$ cat src/hw/rtl/lrupr_pkg.sv
`default_nettype none

package lrupr_pkg;

  localparam int AGE_W   = 16;
  localparam int FAULT_W = 16;
  localparam int CFG_W   = 4;
  localparam int OUT_PAGE_W = 16;
  localparam int OUT_IDX_W  = 3;

  localparam logic [AGE_W-1:0]   AGE_MAX   = '1;
  localparam logic [FAULT_W-1:0] FAULT_MAX = '1;

  // Register indexes, taken from paddr[2].
  localparam logic REG_FRAMES_IN_USE = 1'b0;

  localparam logic [CFG_W-1:0] FRAMES_IN_USE_RESET = 4'd8;

  // Search record that walks down the cell row.
  typedef struct packed {
    logic             valid;
    logic             found;
    logic             free_found;
    logic [AGE_W-1:0] best_age;
  } probe_t;

endpackage

`default_nettype wire

$ cat src/hw/rtl/lrupr_cell.sv
`default_nettype none

module lrupr_cell #(
  parameter int PAGE_BITS = 16,
  parameter int IDX_W     = 3,
  parameter int INDEX     = 0
) (
  input  wire                          clk,
  input  wire                          rst,
  input  wire                          age_en,
  input  wire                          active,
  input  wire        [PAGE_BITS-1:0]   look_page,
  input  wire   lrupr_pkg::probe_t     probe_in,
  input  wire        [IDX_W-1:0]       where_in,
  input  wire        [IDX_W-1:0]       free_in,
  input  wire        [IDX_W-1:0]       best_in,
  input  wire        [PAGE_BITS-1:0]   best_page_in,
  output lrupr_pkg::probe_t            probe_out,
  output logic       [IDX_W-1:0]       where_out,
  output logic       [IDX_W-1:0]       free_out,
  output logic       [IDX_W-1:0]       best_out,
  output logic       [PAGE_BITS-1:0]   best_page_out,
  input  wire                          wr_en,
  input  wire        [IDX_W-1:0]       wr_idx,
  input  wire        [PAGE_BITS-1:0]   wr_page
);

  localparam logic [IDX_W-1:0] MY_IDX = IDX_W'(INDEX);

  logic [PAGE_BITS-1:0]            page;
  logic                            valid;
  logic [lrupr_pkg::AGE_W-1:0]     age;

  logic                            match;
  lrupr_pkg::probe_t               probe_next;
  logic [IDX_W-1:0]                where_next;
  logic [IDX_W-1:0]                free_next;
  logic [IDX_W-1:0]                best_next;
  logic [PAGE_BITS-1:0]            best_page_next;

  always_comb begin
    match          = active && valid && (page == look_page);
    probe_next     = probe_in;
    where_next     = where_in;
    free_next      = free_in;
    best_next      = best_in;
    best_page_next = best_page_in;
    // lowest matching frame is the one reported
    if (match && !probe_in.found) begin
      where_next = MY_IDX;
    end
    probe_next.found = probe_in.found | match;
    if (active && !valid && !probe_in.free_found) begin
      probe_next.free_found = 1'b1;
      free_next             = MY_IDX;
    end
    // strict compare keeps ties on the lower index
    if (active && (age > probe_in.best_age)) begin
      probe_next.best_age = age;
      best_next           = MY_IDX;
      best_page_next      = page;
    end
  end

  always_ff @(posedge clk) begin
    if (rst) begin
      probe_out.valid <= 1'b0;
    end else begin
      probe_out     <= probe_next;
      where_out     <= where_next;
      free_out      <= free_next;
      best_out      <= best_next;
      best_page_out <= best_page_next;
    end
  end

  always_ff @(posedge clk) begin
    if (rst) begin
      page  <= '0;
      valid <= 1'b0;
      age   <= '0;
    end else if (wr_en && (wr_idx == MY_IDX)) begin
      page  <= wr_page;
      valid <= 1'b1;
      age   <= '0;
    end else if (probe_in.valid && match) begin
      age <= '0;
    end else if (age_en && active && (age != lrupr_pkg::AGE_MAX)) begin
      age <= age + 1'b1;
    end
  end

endmodule

`default_nettype wire

$ cat src/hw/rtl/lru_page_replacement.sv
`default_nettype none

// LRU page replacement with per-frame age counters. Raise start with a page
// number while busy is low; the access is taken at that edge and busy rises.
// All active frames age at once, then a search beat walks the row of frame
// cells one cell per cycle. Busy drops in the cycle that done is shown.
// The result sits on hit, frame_index, evicted_valid, evicted_page and
// fault_count for the single cycle that done is high; nothing holds it, so
// capture it then. frames_in_use (APB, address 0) picks how many low frames
// take part; 0 acts as 1 and values above FRAMES act as FRAMES. Write it only
// while busy is low.

module lru_page_replacement #(
  parameter int FRAMES    = 8,
  parameter int PAGE_BITS = 16
) (
  input  wire         clk,
  input  wire         rst,
  input  wire         start,
  output logic        busy,
  input  wire  [15:0] page_number,
  output logic        done,
  output logic        hit,
  output logic [2:0]  frame_index,
  output logic        evicted_valid,
  output logic [15:0] evicted_page,
  output logic [15:0] fault_count,
  input  wire         psel,
  input  wire         penable,
  input  wire         pwrite,
  input  wire  [2:0]  paddr,
  input  wire  [31:0] pwdata,
  output logic [31:0] prdata,
  output logic        pready
);

  localparam int IDX_W = (FRAMES > 1) ? $clog2(FRAMES) : 1;

  logic [lrupr_pkg::CFG_W-1:0]   frames_in_use;
  logic [lrupr_pkg::FAULT_W-1:0] faults_seen;
  logic [lrupr_pkg::FAULT_W-1:0] faults_next;
  logic [PAGE_BITS-1:0]          req_page;
  logic                          accept;
  logic                          cfg_wr;
  logic [FRAMES-1:0]             active;

  lrupr_pkg::probe_t             chain [FRAMES+1];
  logic [IDX_W-1:0]              where_c [FRAMES+1];
  logic [IDX_W-1:0]              free_c [FRAMES+1];
  logic [IDX_W-1:0]              best_c [FRAMES+1];
  logic [PAGE_BITS-1:0]          best_page_c [FRAMES+1];

  lrupr_pkg::probe_t             tail;
  logic                          wr_en;
  logic [IDX_W-1:0]              wr_idx;

  assign accept = start && !busy;
  assign cfg_wr = psel && penable && pwrite && pready &&
                  (paddr[2] == lrupr_pkg::REG_FRAMES_IN_USE);
  assign pready = 1'b1;

  always_comb begin
    prdata = '0;
    if (paddr[2] == lrupr_pkg::REG_FRAMES_IN_USE) begin
      prdata = 32'(frames_in_use);
    end
  end

  always_comb begin
    for (int i = 0; i < FRAMES; i++) begin
      active[i] = (i == 0) || (i < int'(frames_in_use));
    end
  end

  // head of the row: a fresh search beat
  always_ff @(posedge clk) begin
    if (rst) begin
      chain[0].valid <= 1'b0;
    end else begin
      chain[0].valid      <= accept;
      chain[0].found      <= 1'b0;
      chain[0].free_found <= 1'b0;
      chain[0].best_age   <= '0;
      where_c[0]          <= '0;
      free_c[0]           <= '0;
      best_c[0]           <= '0;
      best_page_c[0]      <= '0;
    end
  end

  for (genvar g = 0; g < FRAMES; g++) begin : g_cell
    lrupr_cell #(
      .PAGE_BITS (PAGE_BITS),
      .IDX_W     (IDX_W),
      .INDEX     (g)
    ) u_cell (
      .clk           (clk),
      .rst           (rst),
      .age_en        (accept),
      .active        (active[g]),
      .look_page     (req_page),
      .probe_in      (chain[g]),
      .where_in      (where_c[g]),
      .free_in       (free_c[g]),
      .best_in       (best_c[g]),
      .best_page_in  (best_page_c[g]),
      .probe_out     (chain[g+1]),
      .where_out     (where_c[g+1]),
      .free_out      (free_c[g+1]),
      .best_out      (best_c[g+1]),
      .best_page_out (best_page_c[g+1]),
      .wr_en         (wr_en),
      .wr_idx        (wr_idx),
      .wr_page       (req_page)
    );
  end

  assign tail   = chain[FRAMES];
  assign wr_en  = tail.valid && !tail.found;
  assign wr_idx = tail.free_found ? free_c[FRAMES] : best_c[FRAMES];

  always_comb begin
    faults_next = faults_seen;
    if (!tail.found && (faults_seen != lrupr_pkg::FAULT_MAX)) begin
      faults_next = faults_seen + 1'b1;
    end
  end

  always_ff @(posedge clk) begin
    if (rst) begin
      busy          <= 1'b0;
      done          <= 1'b0;
      faults_seen   <= '0;
      frames_in_use <= lrupr_pkg::FRAMES_IN_USE_RESET;
    end else begin
      done <= 1'b0;
      if (cfg_wr) begin
        frames_in_use <= pwdata[lrupr_pkg::CFG_W-1:0];
      end
      if (accept) begin
        busy     <= 1'b1;
        req_page <= PAGE_BITS'(page_number);
      end
      if (tail.valid) begin
        busy        <= 1'b0;
        done        <= 1'b1;
        faults_seen <= faults_next;
        fault_count <= faults_next;
        hit         <= tail.found;
        if (tail.found) begin
          frame_index   <= lrupr_pkg::OUT_IDX_W'(where_c[FRAMES]);
          evicted_valid <= 1'b0;
          evicted_page  <= '0;
        end else if (tail.free_found) begin
          frame_index   <= lrupr_pkg::OUT_IDX_W'(free_c[FRAMES]);
          evicted_valid <= 1'b0;
          evicted_page  <= '0;
        end else begin
          frame_index   <= lrupr_pkg::OUT_IDX_W'(best_c[FRAMES]);
          evicted_valid <= 1'b1;
          evicted_page  <= lrupr_pkg::OUT_PAGE_W'(best_page_c[FRAMES]);
        end
      end
    end
  end

endmodule

`default_nettype wire

$ cat config.mk
export PLATFORM = sky130hd
export DESIGN_NAME = lru_page_replacement
export DESIGN_NICKNAME = d
export VERILOG_FILES = /design/src/hw/rtl/lrupr_pkg.sv /design/src/hw/rtl/lrupr_cell.sv /design/src/hw/rtl/lru_page_replacement.sv
export SDC_FILE = /design/constraint.sdc
export NUM_CORES = 1
export LEC_CHECK = 0
export BUFFER_PORTS_ARGS = -buffer_cell sky130_fd_sc_hd__buf_2
export CORE_MARGIN = 3
export CORE_UTILIZATION = 45
export DETAILED_ROUTE_END_ITERATION = 16
export GPL_TIMING_DRIVEN = 0
export PLACE_DENSITY = 0.66
export SYNTH_ARGS = -nofsm -noshare
export SYNTH_HDL_FRONTEND = slang
export SYNTH_HIERARCHICAL = 1
export SYNTH_SLANG_ARGS = --single-unit
$ cat constraint.sdc
create_clock -name clk -period 2.7 [get_ports clk]
set_clock_uncertainty 0.2 [all_clocks]
set_input_delay 0.135 -clock clk [delete_from_list [all_inputs] [get_ports clk]]
set_output_delay 0.135 -clock clk [all_outputs]
set_load 0.02 [all_outputs]
==> results of run 1 <==
[stage by stage]
stage          utilization  hold slack (ns)  instance area [um^2]  power (mW)  std cells
2_1_floorplan            -           0.0339                 33600        12.4       3070
3_3_place_gp         0.481            0.113                 35200        12.7       4098
3_5_place_dp         0.482            0.115                 35200        12.8       4099
4_1_cts              0.557          0.00321                 40700        23.2       4424
5_1_grt              0.570           0.0161                 41700        23.8       4459
6_report             0.570           0.0342                 41700        23.1       4459
[flip-flops by register name, indices dropped and copies added (netlist names), 4 cells and up]
name	count
fault_count	16
g_cell.u_cell/age	128
evicted_page	16
g_cell.u_cell/where_out	24
g_cell.u_cell/probe_out	136
faults_seen	16
g_cell.u_cell/free_out	24
g_cell.u_cell/best_out	24
g_cell.u_cell/valid	8
req_page	16
g_cell.u_cell/best_page_out	128
g_cell.u_cell/page	128
frames_in_use	4
[placed cells by master, fill, tap and decap left out, types with 17 or more instances in the layout]
cell type,instances
a21oi_1,214
and2_1,19
and3_1,17
buf_12,49
buf_2,80
buf_4,161
buf_6,23
clkbuf_1,47
clkbuf_16,83
conb_1,95
dfxtp_1,264
dfxtp_2,28
dlygate4sd3_1,26
edfxtp_1,381
ha_1,105
ha_4,32
inv_1,136
inv_2,27
mux2_4,217
mux2i_1,24
nand2_1,330
nand2b_1,17
nand3_1,62
nand4_1,76
nor2_1,201
nor2b_1,49
nor3_1,70
nor4_1,44
o21ai_0,29
or2_2,38
xnor2_1,81
xor2_1,149
[cell type report]
class,instances,area share
sequential,676,0.417
multi-input combinational,2110,0.385
timing repair buffer,305,0.0732
clock buffer,92,0.0462
tap,959,0.0288
buffer,113,0.0224
inverter,164,0.0149
clock inverter,40,0.0121
[final timing paths]
path                                        from                            end  slack, ns
setup reg to reg  g_cell[1].u_cell/probe_out[15]  g_cell[2].u_cell/probe_out[7]      -0.22
hold reg to reg         g_cell[5].u_cell/page[4]       g_cell[5].u_cell/page[4]       0.28
hold / removal                   page_number[11]                   req_page[11]       0.03
setup / recovery  g_cell[1].u_cell/probe_out[15]  g_cell[2].u_cell/probe_out[7]      -0.22
[worst reg2reg max path: stages (launching register included)]
cell,delay [ns]
edfxtp_1,0.40
inv_1,0.06
ha_1,0.29
nand4_1,0.19
or4_4,0.49
a21o_1,0.20
a31oi_4,0.20
buf_12,0.19
clkbuf_16,0.17
mux2_4,0.30
[power by group through the flow]
stage	clock network, mW	registers [mW]	logic, mW
finish	10.2	11.4	1.45
CTS	10.4	11.4	1.38
global route	10.8	11.5	1.58
global placement	0	11.7	1.05
floorplan	0	11.6	0.829
detailed placement	0	11.7	1.07
[layer usage]
layer | global-route usage | wire [um] | vias to the layer above
met1 | 0.250 | 33800 | 11091
met2 | 0.339 | 38800 | 549
met5 | 0 | 0 | -
met4 | 0.0617 | 2180 | 0
li1 | - | - | 11421
met3 | 0.0299 | 3570 | 132
[timing repair]
action | 4_1_cts | 5_1_grt
setup endpoints to repair | 532 | 400
gates resized for setup | 246 | 138
cloned | 10 | 11
hold buffers | 26 | 0
setup buffers | 159 | 34
pin swaps | 44 | 40
endpoints found under the hold margin | 21 | 0
==> metrics.csv, run 1 <==
metric,value,unit
core area,73100,um^2
"Cell Chain, Critical Path",inv_1 > ha_1 > nand4_1 > or4_4 > a21o_1 > a31oi_4 > buf_12 > clkbuf_16 > mux2_4,
Final Max Tran Viols,0,
Iteration-0 DRC Markers,1285,
DRC Markers,0,
startpoint types,flop,
Worst Path Buf+Inv,3,
final worst-path setup slack,-0.224,ns
Fin Setup TNS,-31.43,ns
clock share of power,0.442,
Register Area,17400,um^2
# Max-Cap Violations,0,
Multi-input gate area,16000,um^2
largest net degree at the start of global routing,44,
Pleak,16.1,nW
slowest CP cell,or4_4,
fmax,342,MHz
# rows,99,
die width,278,um
"Setup violations, final",213,
DR vias,23193,
Port Buffers,69,
dpl hpwl,50500,um
pre-CTS worst setup slack,-1.35,ns
max_slew headroom,0.244,
CTS Buf Count,71,
CP max FO,8,
worst hold path class,in2reg,
Area Growth Syn to Fin,25.3,%
root buffer cell,clkbuf_16,
Filler cells,5942,
vias in the first global route,22708,
number of synthesis warnings,6,
layout cells sized above 1,0.263,
final hold violations,0,
die height,278,um
RSZ-0062 raised after global routing,true,
GRT overflow,0,
Routed Antenna Nets,0,
Switching Share,0.220,
Min-Delay Path Depth,2,
Final #Nets,3635,
latest clock arrival within the worst-skew pair,0.62,ns
CTS HTree Levels,3,
share of power burned in registers,0.495,
Tmin final,2.92,ns
Comb power frac,0.063,
Worst Reg-to-Reg Cells,9,
Worst path depth,9,
via/cell ratio,5.20,
"Avg Cell Area, Syn",11.2,um^2
Sw Pwr,5.07,mW
WL final,78400,um
Syn Std Cell Area,33300,um^2
CTS Sinks,676,
die area,77200,um^2
top cell family by delay on the critical path,simple AND/OR/NAND/NOR gates,
CTS tree,built,
Clock Tree Buf Depth,3,
Syn Inst Count,2977,
GRT Total Usage,0.195,
"Arr. time, crit path",3.08,ns
Antenna Cells,0,
largest stage delay on the critical path,0.49,ns
Setup CP Type,reg2reg,
Internal,18.0,mW
run status,"complete, but fails checks",
Worst-path clk slew,0.06,ns
Peak VDD IR,0.000443,V
IO Pins,129,
violated checks,setup timing,
Tcrit/Tclk final,1.08,
Critical Path RT,2.86,ns
Worst-Margin Slew,1.13,ns
first drt pass iteration count,7,
Power Dens Cells,554,nW/um^2
RePlAce Congestion,0.853,
first-pass GRT wire length,121000,um
antenna violations before repair,0,
Initial Utilization,0.455,
DR WL/cell,17.6,um
Worst setup EP type,flop,
(Power assumes the default switching activity.)
==> run 2, diff against run 1 <==
Settings changed: CORE_MARGIN 3 to 10.
==> metrics.csv, run 2 (same netlist as run 1, synthesis figures left out) <==
metric,value,unit,change
via/cell ratio,5.18,,-0.36%
DR WL/cell,17.8,um,+1.0%
Final Max Tran Viols,0,,unchanged
violated checks,setup timing,,
worst hold path class,in2reg,,
GRT Total Usage,0.176,,-0.0184
Final #Nets,3621,,-0.39%
IO Pins,129,,unchanged
final hold violations,0,,unchanged
Pwr Total,22.3,mW,-3.1%
RSZ-0062 raised after global routing,true,,
layout cells sized above 1,0.260,,-0.00281
"most common cell after layout, fill and taps aside",edfxtp_1,,
CP max FO,8,,unchanged
dpl hpwl,51700,um,+2.3%
first-pass GRT wire length,123000,um,+1.1%
root buffer cell,clkbuf_16,,
Biggest register,g_cell.u_cell/probe_out,,
Tmin final,2.90,ns,-0.0200 ns
DRC Markers,0,,unchanged
CTS HTree Levels,3,,unchanged
startpoint types,flop,,
max_slew headroom,0.249,,+0.00547
Antenna Cells,0,,unchanged
run status,"complete, but fails checks",,
Fin Setup TNS,-27.85,ns,+3.58 ns
fin util,0.566,,-0.00452
GRT overflow,0,,unchanged
Filler cells,5964,,+0.37%
Port Buffers,69,,unchanged
"Setup violations, final",213,,unchanged
Area Growth Syn to Fin,24.3,%,
Largest register FFs,136,,unchanged
CTS Sinks,676,,unchanged
most frequent cells in the layout,"381 x edfxtp_1, 328 x nand2_1, 266 x dfxtp_1",,
die area,85200,um^2,+10%
fmax,344,MHz,+0.69%
Worst setup EP type,flop,,
non-filler cells in the finished layout,4443,,-0.36%
Routed Antenna Nets,0,,unchanged
placed insts,4100,,+0.024%
core area,73100,um^2,unchanged
CTS tree,built,,
Initial Utilization,0.455,,unchanged
antenna violations before repair,1,,+1
vias in the first global route,22790,,+0.36%
Tcrit/Tclk final,1.08,,-0.00742
Clock Tree Buf Depth,3,,unchanged
Peak VDD IR,0.000493,V,+11%
Area after DPL,35200,um^2,about the same
WL final,78900,um,+0.67%
Worst-Margin Slew,1.12,ns,-0.00817 ns
Setup CP Type,reg2reg,,
fin area,41300,um^2,-0.79%
Iteration-0 DRC Markers,1578,,+23%
Power Dens Cells,541,nW/um^2,-2.3%
Worst-path clk slew,0.06,ns,about the same
Pleak,15.9,nW,-1.1%
final worst-path setup slack,-0.204,ns,+0.0200 ns
"Arr. time, crit path",3.06,ns,-0.02 ns
Critical Path RT,2.86,ns,about the same
largest net degree at the start of global routing,44,,unchanged
DR vias,23026,,-0.72%
RePlAce Congestion,0.862,,+1.1%
CTS Buf Count,71,,unchanged
# Max-Cap Violations,0,,unchanged
die width,292,um,+5.0%
latest clock arrival within the worst-skew pair,0.62,ns,about the same
die height,292,um,+5.0%
first drt pass iteration count,6,,-1
# rows,99,,unchanged
[run 2: cell count changes in the layout (fill, tap and decap cells not counted), sizes merged]
cell / previous run / this run
buf: 334 / 318
bufinv: 10 / 3
clkbuf: 150 / 154
clkinv: 25 / 26
clkinvlp: 3 / 6
inv: 166 / 165
[run 2: path summary, 6_finish.rpt]
check	from	end	slack (ns)	cells past startpoint
setup / recovery	g_cell[1].u_cell/probe_out[7]	g_cell[2].u_cell/best_page_out[5]	-0.20	9
hold reg to reg	g_cell[5].u_cell/page[4]	g_cell[5].u_cell/page[4]	0.28	2
setup reg to reg	g_cell[1].u_cell/probe_out[7]	g_cell[2].u_cell/best_page_out[5]	-0.20	9
hold / removal	page_number[15]	req_page[15]	0.03	2
[run 2: per-layer routing]
layer	global-route usage	share of wire	up-vias	wire length, um
met1	0.218	0.43	10968	33600
met2	0.309	0.50	529	39400
li1	-	-	11388	-
met3	0.0297	0.048	141	3760
met5	0	0	-	0
met4	0.0604	0.027	0	2110
[run 2: area by class of cell]
| class | count | area (um^2) | share of cell area |
|---|---|---|---|
| multi-input cells | 2110 | 16100 | 0.389 |
| repair buffers | 290 | 2880 | 0.0696 |
| repair inverters | 1 | 7.51 | 0.000182 |
| inverters | 164 | 619 | 0.0150 |
| flip-flops and latches | 676 | 17400 | 0.421 |
| well taps | 959 | 1200 | 0.0290 |
| plain buffers | 113 | 928 | 0.0225 |
| clock buffers | 95 | 1970 | 0.0477 |
| clock inverters | 35 | 263 | 0.00636 |
[run 2: timing repair]
| action | 4_1_cts | 5_1_grt |
|---|---|---|
| setup buffers | 154 | 23 |
| pin swaps | 46 | 44 |
| hold buffers | 26 | 0 |
| gates resized for setup | 272 | 116 |
| setup endpoints to repair | 515 | 421 |
| cloned | 14 | 9 |
| hold endpoints to repair | 21 | 0 |
[run 2: power breakdown]
part           switching, mW  internal [mW]
clock network           4.03           5.43
registers              0.173           11.3
logic                  0.758          0.700
[run 2: through the flow]
stage / hold WS, ns / setup slack, ns
finish: 0.0332 / -0.204
global route: 0.0143 / -0.244
CTS: 0.00951 / -0.176
detailed placement: 0.113 / -1.29
global placement: 0.113 / -1.55
floorplan: 0.0339 / 0.00500
[run 2: critical path: stages, from the launching register on]
cell,delay (ns)
edfxtp_1,0.41
inv_2,0.07
ha_4,0.28
nand4_1,0.09
or4_4,0.54
a21o_1,0.20
a31oi_4,0.21
buf_12,0.19
clkbuf_16,0.17
mux2_4,0.29
